File: src/rtl/irn_pkg.sv
// Shared types and constants of the nearest-neighbour image rotation block.
package irn_pkg;

    localparam int DEF_MAX_WIDTH  = 256;
    localparam int DEF_MAX_HEIGHT = 256;

    localparam int DIM_W     = 9;
    localparam int COORD_W   = 8;
    localparam int PIX_W     = 24;
    localparam int FACTOR_W  = 16;
    localparam int CFG_W     = 16;
    localparam int REG_IDX_W = 2;

    localparam int FRAC_BITS  = 14;
    localparam int HALF_SHIFT = FRAC_BITS + 1;
    localparam int DX_W       = DIM_W + 2;
    localparam int PROD_W     = FACTOR_W + DX_W;
    localparam int ACC_W      = 32;

    localparam int CMD_DEPTH = 4;
    localparam int OUT_DEPTH = 4;
    localparam int OUT_LVL_W = $clog2(OUT_DEPTH + 1);

    localparam logic [DIM_W-1:0]    RST_WIDTH  = 9'd256;
    localparam logic [DIM_W-1:0]    RST_HEIGHT = 9'd256;
    localparam logic [FACTOR_W-1:0] RST_COS    = 16'd16384;
    localparam logic [FACTOR_W-1:0] RST_SIN    = 16'd0;

    localparam logic FUNC_WRITE = 1'b0;
    localparam logic FUNC_READ  = 1'b1;

    typedef enum logic [REG_IDX_W-1:0] {
        REG_WIDTH  = 2'd0,
        REG_HEIGHT = 2'd1,
        REG_COS    = 2'd2,
        REG_SIN    = 2'd3
    } reg_index_t;

    typedef enum logic [1:0] {
        CMD_WRITE = 2'd0,
        CMD_READ  = 2'd1,
        CMD_BLACK = 2'd2
    } cmd_kind_t;

    typedef struct packed {
        logic [DIM_W-1:0]    width;
        logic [DIM_W-1:0]    height;
        logic [FACTOR_W-1:0] cos_f;
        logic [FACTOR_W-1:0] sin_f;
    } cfg_t;

    typedef struct packed {
        cmd_kind_t         kind;
        logic [PIX_W-1:0]  pixel;
    } cmd_t;

    typedef struct packed {
        logic [PIX_W-1:0] pixel;
        logic             in_image;
    } res_t;

endpackage

File: src/rtl/irn_front.sv
// Front part: accepts items, classifies them and maps read coordinates to source addresses.
module irn_front #(
    parameter int MAX_WIDTH  = irn_pkg::DEF_MAX_WIDTH,
    parameter int MAX_HEIGHT = irn_pkg::DEF_MAX_HEIGHT
) (
    input  logic                                       clk,
    input  logic                                       rst_n,
    input  logic                                       push,
    output logic                                       full,
    input  logic                                       func,
    input  logic [irn_pkg::COORD_W-1:0]                col,
    input  logic [irn_pkg::COORD_W-1:0]                row,
    input  logic [irn_pkg::PIX_W-1:0]                  pixel_in,
    input  irn_pkg::cfg_t                              cfg,
    output logic                                       q_push,
    output irn_pkg::cmd_t                              q_cmd,
    output logic [$clog2(MAX_WIDTH*MAX_HEIGHT)-1:0]    q_addr,
    input  logic                                       q_full
);
    import irn_pkg::*;

    localparam int ADDR_W = $clog2(MAX_WIDTH * MAX_HEIGHT);
    localparam logic [ADDR_W-1:0] STRIDE = ADDR_W'(MAX_WIDTH);

    logic [DIM_W-1:0]           w_eff;
    logic [DIM_W-1:0]           h_eff;
    logic signed [FACTOR_W-1:0] cos_f;
    logic signed [FACTOR_W-1:0] sin_f;
    logic                       adv;
    logic                       take;
    logic                       in_range;

    logic                       s1_valid_reg, s2_valid_reg, s3_valid_reg;
    cmd_kind_t                  s1_kind_reg, s2_kind_reg, s3_kind_reg;
    logic [ADDR_W-1:0]          s1_addr_reg, s2_addr_reg, s3_addr_reg;
    logic [PIX_W-1:0]           s1_pix_reg, s2_pix_reg, s3_pix_reg;
    logic signed [DX_W-1:0]     s1_dx_reg, s1_dy_reg;
    logic signed [PROD_W-1:0]   s2_cx_reg, s2_sy_reg, s2_sx_reg, s2_cy_reg;
    logic signed [ACC_W-1:0]    s3_nx_reg, s3_ny_reg;

    logic                       s1_valid_next;
    cmd_kind_t                  s1_kind_next;
    logic [ADDR_W-1:0]          s1_addr_next;
    logic signed [DX_W-1:0]     s1_dx_next, s1_dy_next;
    logic signed [ACC_W-1:0]    s3_nx_next, s3_ny_next;

    logic signed [ACC_W-1:0]    sx;
    logic signed [ACC_W-1:0]    sy;
    logic                       src_in_image;
    logic [ADDR_W-1:0]          rd_addr;

    assign w_eff = (32'(cfg.width) > MAX_WIDTH) ? DIM_W'(MAX_WIDTH) : cfg.width;
    assign h_eff = (32'(cfg.height) > MAX_HEIGHT) ? DIM_W'(MAX_HEIGHT) : cfg.height;
    assign cos_f = $signed(cfg.cos_f);
    assign sin_f = $signed(cfg.sin_f);

    // Hold the whole pipe while the last stage waits on the command queue
    assign adv    = !(s3_valid_reg && q_full);
    assign full   = !adv;
    assign take   = push && adv;
    assign q_push = s3_valid_reg && !q_full;

    // Stage 1: classify and centre the coordinate in half-pixel units
    always_comb
    begin
        in_range      = ({1'b0, col} < w_eff) && ({1'b0, row} < h_eff);
        s1_valid_next = take && (in_range || func == FUNC_READ);
        if (func == FUNC_WRITE)
        begin
            s1_kind_next = CMD_WRITE;
        end
        else if (in_range)
        begin
            s1_kind_next = CMD_READ;
        end
        else
        begin
            s1_kind_next = CMD_BLACK;
        end
        s1_addr_next = ADDR_W'(ADDR_W'(row) * STRIDE) + ADDR_W'(col);
        s1_dx_next   = $signed({2'b00, col, 1'b0}) - $signed({2'b00, w_eff - DIM_W'(1)});
        s1_dy_next   = $signed({2'b00, row, 1'b0}) - $signed({2'b00, h_eff - DIM_W'(1)});
    end

    // Stage 3: rotated position in Q.15, centre offset and the half added
    always_comb
    begin
        s3_nx_next = ACC_W'(s2_cx_reg) - ACC_W'(s2_sy_reg)
                   + $signed(ACC_W'({w_eff, FRAC_BITS'(0)}));
        s3_ny_next = ACC_W'(s2_sx_reg) + ACC_W'(s2_cy_reg)
                   + $signed(ACC_W'({h_eff, FRAC_BITS'(0)}));
    end

    // Truncate toward zero: bias negative values before the shift
    always_comb
    begin
        sx = (s3_nx_reg + $signed(ACC_W'({HALF_SHIFT{s3_nx_reg[ACC_W-1]}}))) >>> HALF_SHIFT;
        sy = (s3_ny_reg + $signed(ACC_W'({HALF_SHIFT{s3_ny_reg[ACC_W-1]}}))) >>> HALF_SHIFT;
        src_in_image = !sx[ACC_W-1] && !sy[ACC_W-1]
                    && ($unsigned(sx) < ACC_W'(w_eff))
                    && ($unsigned(sy) < ACC_W'(h_eff));
        rd_addr = ADDR_W'(ADDR_W'(sy) * STRIDE) + ADDR_W'(sx);

        q_cmd.pixel = s3_pix_reg;
        q_cmd.kind  = s3_kind_reg;
        q_addr      = s3_addr_reg;
        if (s3_kind_reg == CMD_READ)
        begin
            q_addr = rd_addr;
            if (!src_in_image)
            begin
                q_cmd.kind = CMD_BLACK;
            end
        end
    end

    always_ff @(posedge clk or negedge rst_n)
    begin
        if (!rst_n)
        begin
            s1_valid_reg <= 1'b0;
            s2_valid_reg <= 1'b0;
            s3_valid_reg <= 1'b0;
        end
        else if (adv)
        begin
            s1_valid_reg <= s1_valid_next;
            s2_valid_reg <= s1_valid_reg;
            s3_valid_reg <= s2_valid_reg;
        end
    end

    always_ff @(posedge clk)
    begin
        if (adv)
        begin
            s1_kind_reg <= s1_kind_next;
            s1_addr_reg <= s1_addr_next;
            s1_pix_reg  <= pixel_in;
            s1_dx_reg   <= s1_dx_next;
            s1_dy_reg   <= s1_dy_next;

            s2_kind_reg <= s1_kind_reg;
            s2_addr_reg <= s1_addr_reg;
            s2_pix_reg  <= s1_pix_reg;
            s2_cx_reg   <= PROD_W'(cos_f * s1_dx_reg);
            s2_sy_reg   <= PROD_W'(sin_f * s1_dy_reg);
            s2_sx_reg   <= PROD_W'(sin_f * s1_dx_reg);
            s2_cy_reg   <= PROD_W'(cos_f * s1_dy_reg);

            s3_kind_reg <= s2_kind_reg;
            s3_addr_reg <= s2_addr_reg;
            s3_pix_reg  <= s2_pix_reg;
            s3_nx_reg   <= s3_nx_next;
            s3_ny_reg   <= s3_ny_next;
        end
    end

endmodule

File: config.mk
export PLATFORM = sky130hd
export DESIGN_NAME = irn_front
export DESIGN_NICKNAME = d
export VERILOG_FILES = /design/src/rtl/irn_pkg.sv /design/src/rtl/irn_front.sv
export SDC_FILE = /design/constraint.sdc
export NUM_CORES = 2
export LEC_CHECK = 0
export BUFFER_PORTS_ARGS = -buffer_cell sky130_fd_sc_hd__buf_2
export CORE_ASPECT_RATIO = 1.25
export CORE_MARGIN = 5
export CORE_UTILIZATION = 39
export DETAILED_ROUTE_END_ITERATION = 7
export MAX_ROUTING_LAYER = met4
export PLACE_DENSITY = 0.58
export SLEW_MARGIN = 20
export SYNTH_ARGS = -nofsm -noshare
export SYNTH_HDL_FRONTEND = slang
export SYNTH_SLANG_ARGS = --single-unit
export TNS_END_PERCENT = 50
File: constraint.sdc
create_clock -name clk -period 23 [get_ports clk]
set_input_delay 1.15 -clock clk [delete_from_list [all_inputs] [get_ports clk]]
set_output_delay 1.15 -clock clk [all_outputs]
set_load 0.005 [all_outputs]
==> results.md <==
- Sequential-to-total area share from yosys stat: 23.72%
- Post-Synth Simple-Gate Area: 12.63%
- Crit-path slowest cell: o21ai_0
- Final WS setup: 15.70 ns
- Clock latency at the later pin of the worst-skew pair: between 0.5 and 0.6 ns
- Critical path class: flop to output port
- Adder-Cell Fraction of Synth Area: between 40% and 50%
- Clock buffer depth: 3
- Dpl hpwl: 70.49 mm
- Required time worst endpoint: around 22 ns
- Worst EP arrival: between 6 and 7 ns
- HP Class: primary input to async pin
- Gpl congestion: 0.8345
- FF-to-FF setup slack: 16.57 ns
- Synth Net Count: ~5000
- Mux cell area share after synthesis: 0.3374%
- Routed Antenna Nets: 0
- Gr usage total: roughly 17%
- Finished Layout Cells: roughly 5400
- Mean area per synthesized cell: around 9.9 um2
- Multi-input gate area: approximately 26000 um2
- Setup_tns: 0 ns
- Synthesized flop and latch total: 311
- Dpl ws: 15.75 ns
- Xor/xnor cell area share of the yosys netlist: 4.275%
- Core box area: approximately 100000 um2
- # hold bufs at CTS: 0
- Antenna violations before repair: 17
- Post-synth EDFFs: a little over 300
- YS warnings: 0
- Fillers: 9773
- Vias in the first global route: 27440
- Synth Flop Type: edfxtp_1
- Max Freq: 0.1370 GHz
- Detailed Routing Iterations Pass 1: 7
- First-pass GRT wire length: 146.7 mm
- Startpoint Class: flop
- PortBufs: 138
- Drc violations: 0
- Grt ovf: 0
- Detailed-route via count: approximately 27000
- Ranking of synthesized cells by area: fa_1, edfxtp_1, ha_1, inv_1, nand2_1
- Post-synth top area share: 29.39%
- Ports: 139
- Critical Path Max Stage Delay: 0.76 ns
- WHS: 0.3877 ns
- Worst-margin pin slew: 1.078 ns
- Initial DRC count: 1191
- Crit path from: s3_ny_reg[30]
- Die width: 293.9 um
- Rel. slew slack: ~28%
- Largest net degree at the start of global routing: roughly 170
- Max-slew violations: 0
- Final WL: 89.28 mm
- Synth area leader: fa_1
- Die ar.: 107300 um2
- Rows: 130
- Height of the die: 364.9 um
- Synth Instances: between 3000 and 4000
- Area of the mapped netlist: 39310 um2
- Total CTS buffers: 36
- Final Cycle Share: 31.73%
- Status: completed
- Reg-to-Reg Start: s1_dy_reg[3]
- Worst Skew: 0.01372 ns
- CTS-repair resized insts: 0
- Largest family of logic cells by synthesized area: adder cells
- CTS root buf: clkbuf_16
- Netlist cell types: 66
- Fraction of registers with async set/reset: 0.9646%
- Placed insts: ~5300
- Final #Nets: 5115
- Drt via density: 4.933
- Reg clk slew, reported paths: 0.06 ns
- Final worst path period need: 7.298 ns
- Critical Path Sink Type: output port
- Starting Density: 39.16%
- TritonCTS clock tree: done
- Final Hold Viols: 0
- CP cell instances: ha_1 -> a31o_2 -> a21oi_1 -> o21a_1 -> o31ai_1 -> and2_1 -> nand3_1 -> nor2_1 -> and3_1 -> xor2_1 -> ha_1 -> a21o_1 -> a21oi_1 -> nor2b_1 -> o21ai_0 -> o2111a_1 -> nand4_1 -> o21ai_0 -> nand2b_1 -> buf_2
- Synth Area in Compound Gates: 7.172%
- Setup violators final: 0
- Unrepaired setup endpoints after global routing: false
- Share of cells above drive strength 1: 6.312%
- Max-cap viol count: 0
- Synth-to-Final Area Change: 8.353%
- H-tree level count: 2
- Clock Sinks: just over 300
- Wire length per cell: 16.55 um
- Worst-path maximum fanout: 17
- Register area: around 9300 um2
- Post-CTS setup buffer count: 0
==> Yosys cell counts, drive strengths merged, types with 37 or more instances <==
master and instances:
clkbuf 128, xnor2 146, a21oi 134, xor2 45
nor2 144, and2 236, o21a 37, fa 577
o21ai 89, edfxtp 308, nand2b 43, ha 413
a21o 51, inv 843, nand2 451
==> per-layer routing <==
metal,wire (um),global-route usage (%),vias to the layer above
li1,-,-,12640
met1,39790,22.86,13410
met2,43470,29.37,493
met3,4238,2.036,72
met4,1785,3.566,0
met5,0,-,-
==> layout by cell type, fill, tap and decap left out, types with 11 or more instances in the layout <==
master	count
o21ai_0	88
o21bai_1	15
o31ai_1	11
fa_1	577
inv_1	843
ha_1	413
xnor2_1	146
clkbuf_16	36
nand3_1	33
o21a_1	37
a21o_1	51
xor2_1	44
nor3_1	28
nor2b_1	26
a21oi_1	134
nand2b_1	42
and2_1	236
buf_4	26
buf_2	138
edfxtp_1	308
nor2_1	144
diode_2	19
and3_1	17
nand2_1	450
nand4_1	17
a211oi_1	27
==> final cells by class <==
cell class | count | share of cell area [%]
repair buffers | 165 | 2.127
inverters | 847 | 7.465
clock buffers | 42 | 2.215
flip-flops and latches | 311 | 21.89
clock inverters | 22 | 0.4936
multi-input cells | 2669 | 61.82
diodes | 19 | 0.1116
well taps | 1320 | 3.878
==> critical path: cells and delay by family (launching register included) <==
family	cells	cell delay, ns
AOI/OAI and AO/OA	9	2.47
DFF	1	0.69
adders and majority gates	2	0.74
buffers and inverters	1	0.12
and+or+nand+nor	7	1.20
xor gates and xnor gates	1	0.35
==> metrics by stage <==
stage	utilization [%]	cell area, um2
after CTS	42.39	42540
final	42.44	42590
after global routing	42.43	42580
after global placement	41.24	41380
after floorplan	-	39310
after detailed placement	41.24	41380
==> worst paths after layout <==
check	end	depth (start not counted)
setup / recovery	q_cmd[25]	20
hold / removal	s1_valid_reg	1
setup reg to reg	s2_sy_reg[24]	21
hold reg to reg	s2_addr_reg[1]	0
max in group asynchronous	s2_valid_reg	1
min in group clk	s2_addr_reg[1]	0
==> logic make-up (layout without fill, tap and decap cells) <==
group | after synthesis | count (layout)
other cells | 0 | 19
compound gates | 440 | 440
xor+xnor | 191 | 191
simple gates | 1036 | 1036
fa+ha+maj | 990 | 990
mux | 12 | 12
buf+inv | 976 | 1076
flops | 311 | 311
Power is left out: the tool's default activity adds up to more than one toggle a clock period on the data nets, which glitch-free logic cannot reach.
