[src/rtl/irn_fifo.sv]
// Small register queue used between the front, the back and the result port.
module irn_fifo #(
    parameter int WIDTH = 8,
    parameter int DEPTH = 4
) (
    input  logic                       clk,
    input  logic                       rst_n,
    input  logic                       push,
    input  logic [WIDTH-1:0]           wdata,
    output logic                       full,
    input  logic                       pop,
    output logic [WIDTH-1:0]           rdata,
    output logic                       empty,
    output logic [$clog2(DEPTH+1)-1:0] level
);
    localparam int PTR_W = (DEPTH > 1) ? $clog2(DEPTH) : 1;
    localparam int LVL_W = $clog2(DEPTH + 1);
    localparam logic [PTR_W-1:0] LAST = PTR_W'(DEPTH - 1);

    logic [WIDTH-1:0] store_reg [DEPTH];
    logic [PTR_W-1:0] wr_ptr_reg, wr_ptr_next;
    logic [PTR_W-1:0] rd_ptr_reg, rd_ptr_next;
    logic [LVL_W-1:0] count_reg, count_next;
    logic             do_push;
    logic             do_pop;

    assign full    = (count_reg == LVL_W'(DEPTH));
    assign empty   = (count_reg == '0);
    assign level   = count_reg;
    assign rdata   = store_reg[rd_ptr_reg];
    assign do_push = push && !full;
    assign do_pop  = pop && !empty;

    always_comb
    begin
        wr_ptr_next = wr_ptr_reg;
        rd_ptr_next = rd_ptr_reg;
        count_next  = count_reg;
        if (do_push)
        begin
            wr_ptr_next = (wr_ptr_reg == LAST) ? '0 : wr_ptr_reg + PTR_W'(1);
        end
        if (do_pop)
        begin
            rd_ptr_next = (rd_ptr_reg == LAST) ? '0 : rd_ptr_reg + PTR_W'(1);
        end
        if (do_push && !do_pop)
        begin
            count_next = count_reg + LVL_W'(1);
        end
        else if (do_pop && !do_push)
        begin
            count_next = count_reg - LVL_W'(1);
        end
    end

    always_ff @(posedge clk or negedge rst_n)
    begin
        if (!rst_n)
        begin
            wr_ptr_reg <= '0;
            rd_ptr_reg <= '0;
            count_reg  <= '0;
        end
        else
        begin
            wr_ptr_reg <= wr_ptr_next;
            rd_ptr_reg <= rd_ptr_next;
            count_reg  <= count_next;
        end
    end

    always_ff @(posedge clk)
    begin
        if (do_push)
        begin
            store_reg[wr_ptr_reg] <= wdata;
        end
    end

endmodule

[config.mk]
export PLATFORM = sky130hd
export DESIGN_NAME = irn_fifo
export DESIGN_NICKNAME = d
export VERILOG_FILES = /design/src/rtl/irn_fifo.sv
export SDC_FILE = /design/constraint.sdc
export NUM_CORES = 1
export LEC_CHECK = 0
export BUFFER_PORTS_ARGS = -buffer_cell sky130_fd_sc_hd__buf_4
export CAP_MARGIN = 20
export CORE_ASPECT_RATIO = 0.6
export CORE_MARGIN = 2
export CORE_UTILIZATION = 33
export CTS_BUF_LIST = sky130_fd_sc_hd__clkbuf_8 sky130_fd_sc_hd__clkbuf_16
export DETAILED_ROUTE_END_ITERATION = 7
export GPL_TIMING_DRIVEN = 0
export PLACE_DENSITY = 0.54
export SYNTH_ARGS = -nofsm -noshare
export SYNTH_HDL_FRONTEND = slang
export SYNTH_SLANG_ARGS = --single-unit
[constraint.sdc]
create_clock -name clk -period 2.3 [get_ports clk]
set_input_delay 0.46 -clock clk [delete_from_list [all_inputs] [get_ports clk]]
set_output_delay 0.46 -clock clk [all_outputs]
set_load 0.1 [all_outputs]
==> out/results.tsv, run 1 <==
stage	metric	value	unit
synth	Post-Syn Nets	98	
synth	list of most frequent post-synthesis cells	32 x edfxtp_1, 8 x mux4_2, 7 x dfrtp_1	
route	Avg WL per Cell	15.8	µm
floorplan	IO Count	25	
synth	largest cells by area after synthesis	edfxtp_1 59%, mux4_2 11%, dfrtp_1 11%, ha_1 4.6%, mux2_2 2.1%	
route	first drt pass iteration count	4	
placed_design	Port-buffer cells	24	
route	DR WL met3	154	µm
route	Routed Antenna Nets	0	
global_routing	initial antenna violation count	0	
clock_tree	Clock transition at path regs	0.08	ns
global_routing	Tot GR Track Use	0.116	
sta	final setup vio count	0	
sta	Tightest Pin Transition	0.283	ns
sta	Final WS setup	0.133	ns
route	DR vias/cell	4.43	
setup_path	crit end category	primary output	
clock_tree	Sink Count	39	
sta	final hold vios	0	
synth	number of flops mapped to enable cells by yosys	32	
sta	Final Cycle Share	0.942	
synth	synthesized flop and latch total	39	
route	DR top layer	met4	
finish	Diodes inserted	0	
route	met2 WL	1230	µm
sta	RSZ-0062 raised after global routing	no	
finish	Syn-to-layout area delta	26.4	%
sta	Worst slew margin	0.813	
synth	yosys synthesis warning count	0	
clock_tree	postcts setup bufs	0	
synth	post-synth cell types	19	
finish	max reg flops	32	
clock_tree	CTS tree	built	
synth	top cell type's share of synthesized area	0.593	
hold_path	type of the tightest min-delay check	input pin to flop	
clock_tree	later-pin clock latency in the skew report	0.29	ns
floorplan	die area	5500	µm²
synth	most common cell in the netlist	edfxtp_1	
synth	Synth Area per Inst	20.5	µm²
sta	hold_ws	0.369	ns
route	WL met1	1350	µm
synth	Post-Syn Instances	79	
synth	sequential share of the synthesized area	0.701	
global_routing	vias in the first global route	879	
floorplan	Cell Rows	19	
sta	fin crit period	2.17	ns
setup_path	Startpoint Class	flop	
placed_design	gpl congestion	0.664	
floorplan	Core ar.	4660	µm²
synth	synthesized cell area	1620	µm²
route	post-route DRC violation count	0	
sta	max frequency	0.461	GHz
clock_tree	cts bufs inserted	5	
clock_tree	htree depth	2	
synth	FFs w/ async S/R, synth	0.179	
route	vias	775	
finish	layout net count	130	
run	# Max-Cap Violations	0	
status	status	complete, no violations	
route	starting DRC count in detailed routing	27	
route	total wire length	2770	µm
global_routing	pin count of the biggest net entering global routing	13	
global_routing	first-pass GRT wire length	4440	µm
floorplan	Starting Density	0.348	
synth	predominant post-synthesis flop cell	edfxtp_1	
setup_path	Worst Path Max Fanout	10	
placed_design	DP Wirelength	1940	µm
placed_design	pre-CTS setup slack	0.323	ns
setup_path	critical path class	flop to primary output	
clock_tree	clock buffer depth	2	
synth	cell taking the most area after synthesis	edfxtp_1	
sta	Max Slew Vio Count	0	
finish	layout cells sized above 1	0.554	
clock_tree	CTS root buf	clkbuf_8	
floorplan	DIE WIDTH	94.5	µm
global_routing	GRT overflow	0	
setup_path	Req. time, crit path	1.84	ns
floorplan	Die Height	58.3	µm
sta	Max Clock Skew	0.00722	ns
setup_path	worst endpoint data arrival time	1.71	ns
finish	fin util	0.440	
==> critical path, stage by stage (launching register included) <==
cell and delay, ns:
dfrtp_1 0.35, clkbuf_4 0.26, mux4_2 0.55, buf_4 0.25
==> routing by layer <==
layer	GRT usage	vias up
met5	0	-
met4	0.0435	0
met3	0.0429	7
met2	0.168	19
met1	0.161	386
li1	-	363
==> cell usage in the layout (no fill, tap or decap) <==
cell and n:
edfxtp_1 32, buf_4 24, mux4_2 8, clkbuf_8 6, ha_1 5, and2_2 4
dfrtp_1 4, mux2_2 3, nor2_1 3, dfrtp_4 3, inv_1 2, mux2_4 2
xor2_1 2, nor3b_4 1, nor2b_2 1, buf_6 1, nor3_4 1, clkbuf_4 1
clkbuf_2 1, nand2b_4 1, inv_2 1, xnor2_1 1, fa_2 1, ha_4 1
clkinv_2 1, bufinv_16 1, dlygate4sd3_1 1
==> timing repair <==
item / 4_1_cts / 5_1_grt
endpoints found under the hold margin: 7 / 0
hold buffers: 1 / 0
setup endpoints to repair: 0 / 7
gates resized for setup: 0 / 2
==> layout make-up <==
class | count | area, µm²
clock inverter | 2 | 35.0
inverter | 3 | 11.3
fill | 415 | 2610
multi-input combinational | 34 | 479
timing repair buffer | 25 | 190
sequential | 39 | 1150
clock buffer | 6 | 82.6
tap | 63 | 78.8
buffer | 3 | 23.8
==> cell families (layout without fill, tap and decap cells) <==
| group | count (synthesis) | after routing | share of synthesized area |
|---|---|---|---|
| XOR/XNOR | 3 | 3 | 0.0162 |
| adder cells (fa/ha/maj) | 7 | 7 | 0.0587 |
| buffers and inverters | 6 | 39 | 0.0193 |
| flip-flops | 39 | 39 | 0.701 |
| multiplexers | 13 | 13 | 0.151 |
| AND/OR/NAND/NOR | 11 | 11 | 0.0541 |
==> worst paths after layout <==
kind                                    start              end  slack, ns  cells past startpoint
worst max-delay path            rd_ptr_reg[0]         rdata[0]       0.13                      3
max in group asynchronous               rst_n         level[2]       1.62                      2
worst min register to register       level[2]         level[2]       0.56                      1
min in group asynchronous               rst_n         level[0]       0.52                      2
worst max register to register       level[0]         level[1]       0.33                      7
worst min-delay path                 wdata[4]  store_reg[3][4]       0.37                      1
==> metrics by stage <==
stage	cells	instance area, µm²	setup TNS (ns)
floorplan	79	1660	-1.67
global placement	166	1920	0
detailed placement	166	1920	0
CTS	175	2040	0
global route	175	2050	0
finish	175	2050	0
Power of run 1 is not shown: default switching activity piles up to over one toggle a cycle in this logic, so the estimate is an artifact.
==> run 2, diff against run 1 <==
Settings changed: REMOVE_ABC_BUFFERS set to 1.
==> run 2 against run 1 <==
  * Worst setup slack better by 0.025 ns
  * Clock skew down 0.0047 ns
  * Critical endpoint is now rdata[5]
  * Fmax up 1.2%
  * Register-to-register slack worse by 0.12 ns
  * Flip-flop and latch count unchanged
  * Critical path type unchanged
==> out/results.tsv, run 2 (synthesis results as in run 1) <==
stage	metric	value	unit	change
status	status	complete, no violations		
floorplan	Cell Rows	19		unchanged
route	vias	787		+1.5%
global_routing	pin count of the biggest net entering global routing	14		+1
setup_path	r2r endpoint	level[2]		
sta	RSZ-0062 raised after global routing	no		
clock_tree	later-pin clock latency in the skew report	0.28	ns	about the same
floorplan	Starting Density	0.348		unchanged
global_routing	first-pass GRT wire length	4160	µm	-6.2%
setup_path	worst endpoint data arrival time	1.68	ns	-0.03 ns
setup_path	Req. time, crit path	1.84	ns	about the same
setup_path	Worst Path Max Fanout	11		+1
global_routing	GRT overflow	0		unchanged
sta	Tightest Pin Transition	0.454	ns	+0.172 ns
sta	setup TNS	0	ns	unchanged
global_routing	Tot GR Track Use	0.108		-0.00792
sta	Max Clock Skew	0.00249	ns	-0.00473 ns
route	starting DRC count in detailed routing	48		+78%
placed_design	DP Wirelength	1800	µm	-7.0%
finish	Design Area, Final	1980	µm²	-3.2%
placed_design	Cell Count Post-Placement	163		-1.8%
floorplan	Core ar.	4660	µm²	unchanged
hold_path	type of the tightest min-delay check	input pin to flop		
finish	highest-count cells in the layout ignoring fill and taps	32 x edfxtp_1, 24 x buf_4, 8 x mux4_2		
sta	Worst slew margin	0.697		-0.116
clock_tree	htree depth	2		unchanged
sta	fin crit period	2.14	ns	-0.0250 ns
sta	max frequency	0.467	GHz	+1.2%
clock_tree	clock buffer depth	2		unchanged
clock_tree	CTS tree	built		
floorplan	IO Count	25		unchanged
setup_path	worst setup path end	rdata[5]		
global_routing	initial antenna violation count	0		unchanged
run	# Max-Cap Violations	0		unchanged
setup_path	slowest stage cell, crit path	dfrtp_2		
clock_tree	Clock transition at path regs	0.07	ns	about the same
setup_path	critical path class	flop to primary output		
setup_path	crit end category	primary output		
placed_design	Post-DP Area	1860	µm²	-3.0%
finish	Diodes inserted	0		unchanged
sta	final hold vios	0		unchanged
global_routing	vias in the first global route	837		-4.8%
clock_tree	Sink Count	39		unchanged
clock_tree	cts bufs inserted	5		unchanged
floorplan	DIE WIDTH	94.5	µm	unchanged
setup_path	critical-path cell list	mux4_2, buf_4		
setup_path	worst flop-to-flop path startpoint	level[0]		
finish	layout net count	127		-2.3%
setup_path	R2R setup slack	0.21	ns	-0.12 ns
finish	footprint of the multi-input gates	453	µm²	-5.5%
route	Routed Antenna Nets	0		unchanged
setup_path	Reg2Reg Depth	8		+1
floorplan	die area	5500	µm²	unchanged
clock_tree	CTS root buf	clkbuf_8		
setup_path	slowest stage delay, CP	0.57	ns	+0.02 ns
finish	layout cells sized above 1	0.486		-0.0673
floorplan	Die Height	58.3	µm	unchanged
placed_design	gpl congestion	0.684		+3.1%
finish	commonest non-fill, non-tap cell in the layout	edfxtp_1		
route	first drt pass iteration count	4		unchanged
route	post-route DRC violation count	0		unchanged
finish	max reg flops	32		unchanged
finish	# fillers	426		+2.7%
route	Avg WL per Cell	14.9	µm	-6.0%
setup_path	Startpoint Class	flop		
finish	sequential cell area	1140	µm²	-0.87%
route	total wire length	2560	µm	-7.6%
route	DR vias/cell	4.58		+3.3%
placed_design	Port-buffer cells	24		unchanged
sta	Max Slew Vio Count	0		unchanged
sta	hold_ws	0.373	ns	+0.00389 ns
finish	Finished Layout Cells	172		-1.7%
sta	final setup vio count	0		unchanged
setup_path	CP Launch Point	rd_ptr_reg[0]		
finish	Syn-to-layout area delta	22.4	%	
sta	Final Cycle Share	0.931		-0.0109
==> run 2: layout make-up <==
cell class | count | area share
repair buffers | 25 | 0.0959
flip-flops and latches | 39 | 0.574
inverters | 3 | 0.00568
multi-input cells | 34 | 0.228
clock buffers | 5 | 0.0347
well taps | 63 | 0.0397
clock inverters | 3 | 0.0221
==> run 2: worst min path at each step <==
| stage | to | cells after the start | slack [ns] | start |
|---|---|---|---|---|
| floorplan | level[0] | 0 | 0.16 | rst_n |
| detailed placement | level[2] | 1 | 0.29 | rst_n |
| global placement | wr_ptr_reg[0] | 1 | 0.28 | rst_n |
| finish | store_reg[2][7] | 1 | 0.37 | wdata[7] |
| global route | store_reg[1][6] | 1 | 0.37 | wdata[6] |
| CTS | store_reg[0][3] | 1 | 0.36 | wdata[3] |
==> run 2: critical path, delay by kind of cell (launching register included) <==
| family | cells | cell delay (ns) |
|---|---|---|
| mux | 1 | 0.57 |
| buf+inv | 1 | 0.25 |
| flops | 1 | 0.57 |
==> run 2: metal layers <==
| layer | track usage | part of all wire | vias to the layer above |
|---|---|---|---|
| met3 | 0.0390 | 0.045 | 4 |
| met4 | 0.0435 | 0.0098 | 0 |
| li1 | - | - | 360 |
| met1 | 0.136 | 0.44 | 405 |
| met5 | 0 | 0 | - |
| met2 | 0.172 | 0.50 | 18 |
==> run 2: stage by stage <==
step           setup WS [ns]   util
6_report               0.158  0.426
5_1_grt               0.0758  0.426
4_1_cts                0.123  0.426
3_5_place_dp           0.235  0.399
3_3_place_gp           0.252  0.399
2_1_floorplan          -2.34      -
==> run 2: what timing repair did <==
item | in CTS | in global routing
endpoints found under the hold margin | 7 | 0
buffers inserted | 0 | 0
hold buffers | 1 | 0
setup endpoints to repair | 8 | 0
gates resized for setup | 1 | 0
Power of run 2 is left out for the same reason.
==> run 3, diff against run 2 <==
--- a/config.mk
+++ b/config.mk
@@ -15,3 +15,3 @@
 export GPL_TIMING_DRIVEN = 0
-export PLACE_DENSITY = 0.54
+export PLACE_DENSITY_LB_ADDON = 0.05
 export REMOVE_ABC_BUFFERS = 1
--- a/constraint.sdc
+++ b/constraint.sdc
@@ -3,2 +3,2 @@
 set_output_delay 0.46 -clock clk [all_outputs]
-set_load 0.1 [all_outputs]
+set_load 0.05 [all_outputs]
==> run 3 against run 2 <==
  * Register-to-register slack hardly changed
  * Fmax grew 1.9%
  * Core utilization unchanged
  * Worst setup slack better by 0.039 ns
  * Design area unchanged
  * Via count is 1.7% lower
  * Clock skew about the same
  * Clock-buffer cell count stayed put
  * Die area is the same
  * Critical path depth did not move
  * Sequential share of layout area unchanged
  * Worst hold slack better by 0.0054 ns
  * Critical endpoint unchanged
==> out/results.tsv, run 3 (synthesis results as in run 1) <==
stage	metric	value	unit	change
sta	max frequency	0.476	GHz	+1.9%
route	Avg WL per Cell	15.5	µm	+3.8%
finish	footprint of the multi-input gates	458	µm²	+1.1%
clock_tree	later-pin clock latency in the skew report	0.28	ns	about the same
setup_path	slowest stage delay, CP	0.59	ns	+0.02 ns
finish	layout cells sized above 1	0.477		-0.00917
setup_path	Startpoint Class	flop		
floorplan	DIE WIDTH	94.5	µm	unchanged
floorplan	Core ar.	4660	µm²	unchanged
placed_design	Port-buffer cells	24		unchanged
floorplan	Die Height	58.3	µm	unchanged
floorplan	die area	5500	µm²	unchanged
route	vias	774		-1.7%
sta	Max Slew Vio Count	0		unchanged
finish	Design Area, Final	1980	µm²	unchanged
route	total wire length	2660	µm	+3.8%
sta	Final Cycle Share	0.914		-0.0170
sta	Final WS setup	0.197	ns	+0.0390 ns
sta	Worst slew margin	0.710		+0.0132
finish	commonest non-fill, non-tap cell in the layout	edfxtp_1		
global_routing	GRT overflow	0		unchanged
clock_tree	Sink Count	39		unchanged
clock_tree	postcts setup bufs	0		unchanged
finish	# fillers	441		+3.5%
setup_path	Worst Path Max Fanout	11		unchanged
finish	sequential cell area	1140	µm²	unchanged
setup_path	slowest stage cell, crit path	dfrtp_2		
finish	highest-count cells in the layout ignoring fill and taps	32 x edfxtp_1, 24 x buf_4, 8 x mux4_2		
clock_tree	Clock transition at path regs	0.07	ns	about the same
placed_design	Post-DP Area	1860	µm²	unchanged
setup_path	CP bufs+invs	1		unchanged
setup_path	critical-path cell list	mux4_2, buf_4		
setup_path	crit end category	primary output		
sta	RSZ-0062 raised after global routing	no		
global_routing	Tot GR Track Use	0.111		+0.00263
finish	Diodes inserted	0		unchanged
sta	fin crit period	2.10	ns	-0.0390 ns
global_routing	pin count of the biggest net entering global routing	13		-1
power	VDD IR max	724	µV	
placed_design	DP Wirelength	1880	µm	+4.1%
sta	final hold vios	0		unchanged
route	DR vias/cell	4.50		-1.7%
global_routing	first-pass GRT wire length	4240	µm	+2.0%
setup_path	worst endpoint data arrival time	1.64	ns	-0.04 ns
floorplan	Starting Density	0.348		unchanged
hold_path	type of the tightest min-delay check	input pin to flop		
floorplan	Cell Rows	19		unchanged
run	# Max-Cap Violations	0		unchanged
finish	Syn-to-layout area delta	22.4	%	unchanged
status	status	complete, no violations		
power	Power Dens Cells	1490	nW/µm²	
setup_path	Req. time, crit path	1.84	ns	about the same
setup_path	critical path's top delay family	flip-flops		
route	post-route DRC violation count	0		unchanged
floorplan	IO Count	25		unchanged
route	starting DRC count in detailed routing	16		-67%
finish	layout net count	127		unchanged
clock_tree	htree depth	2		unchanged
route	first drt pass iteration count	2		-2
route	Routed Antenna Nets	0		unchanged
clock_tree	CTS tree	built		
sta	final setup vio count	0		unchanged
global_routing	initial antenna violation count	0		unchanged
clock_tree	clock buffer depth	2		unchanged
finish	max reg flops	32		unchanged
placed_design	gpl congestion	0.701		+2.5%
clock_tree	CTS root buf	clkbuf_8		
power	Pleak	0.748	nW	
sta	Max Clock Skew	0.00241	ns	-0.0000808 ns
clock_tree	cts bufs inserted	5		unchanged
placed_design	pre-CTS setup slack	0.159	ns	-0.0762 ns
setup_path	critical path class	flop to primary output		
sta	Tightest Pin Transition	0.434	ns	-0.0198 ns
global_routing	vias in the first global route	795		-5.0%
sta	hold_ws	0.378	ns	+0.00545 ns
finish	fin util	0.426		unchanged
## run 3: changes by cell type in the layout (fill, tap and decap cells not counted)
cell / before / now
nor2b_2: 1 / 0
clkinv_4: 1 / 0
clkinv_1: 0 / 1
nor2b_4: 0 / 1
## run 3: area by class of cell
type,instances,share of cell area
clock buffer,5,0.0347
clock inverter,3,0.0196
inverter,3,0.00568
multi-input combinational,34,0.231
sequential,39,0.574
tap,63,0.0397
timing repair buffer,25,0.0959
## run 3: per-layer routing
layer / GRT usage / up-vias / routed length, µm
li1: - / 360 / -
met1: 0.158 / 394 / 1350
met2: 0.152 / 15 / 1160
met3: 0.0403 / 5 / 123
met4: 0.0497 / 0 / 30
met5: 0 / - / 0
## run 3: metrics by stage
stage	TNS, ns	instances	power, mW
2_1_floorplan	-2.98	76	2.07
3_3_place_gp	0	163	2.42
3_5_place_dp	0	163	2.45
4_1_cts	0	172	3.00
5_1_grt	0	172	3.13
6_report	0	172	2.96
## run 3: worst reg2reg max path, cell delays in order (launching register included)
cell	delay, ns
dfrtp_1	0.47
nor3_1	0.29
nand2b_4	0.19
ha_1	0.17
inv_1	0.06
fa_1	0.37
xor2_1	0.15
nor2_1	0.15
xor2_1	0.17
## run 3: what timing repair did
action	in CTS	in global routing
endpoints found under the hold margin	7	0
hold buffers	1	0
gates resized for setup	1	1
setup endpoints to repair	8	1
## run 3: final timing paths
path	start	endpoint	slack, ns	depth (start not counted)
worst min-delay path	wdata[3]	store_reg[3][3]	0.38	1
max in group asynchronous	rst_n	rd_ptr_reg[0]	1.64	2
worst max register to register	level[1]	level[2]	0.20	8
min in group asynchronous	rst_n	level[0]	0.53	2
worst max-delay path	rd_ptr_reg[0]	rdata[5]	0.20	2
worst min register to register	level[2]	level[2]	0.53	1
## run 3: power by group
part	internal, mW	leakage, nW	switching, mW
Combinational	0.517	0.318	0.762
Sequential	0.958	0.374	0.180
Clock	0.317	0.0556	0.224
(Power assumes the default switching activity.)
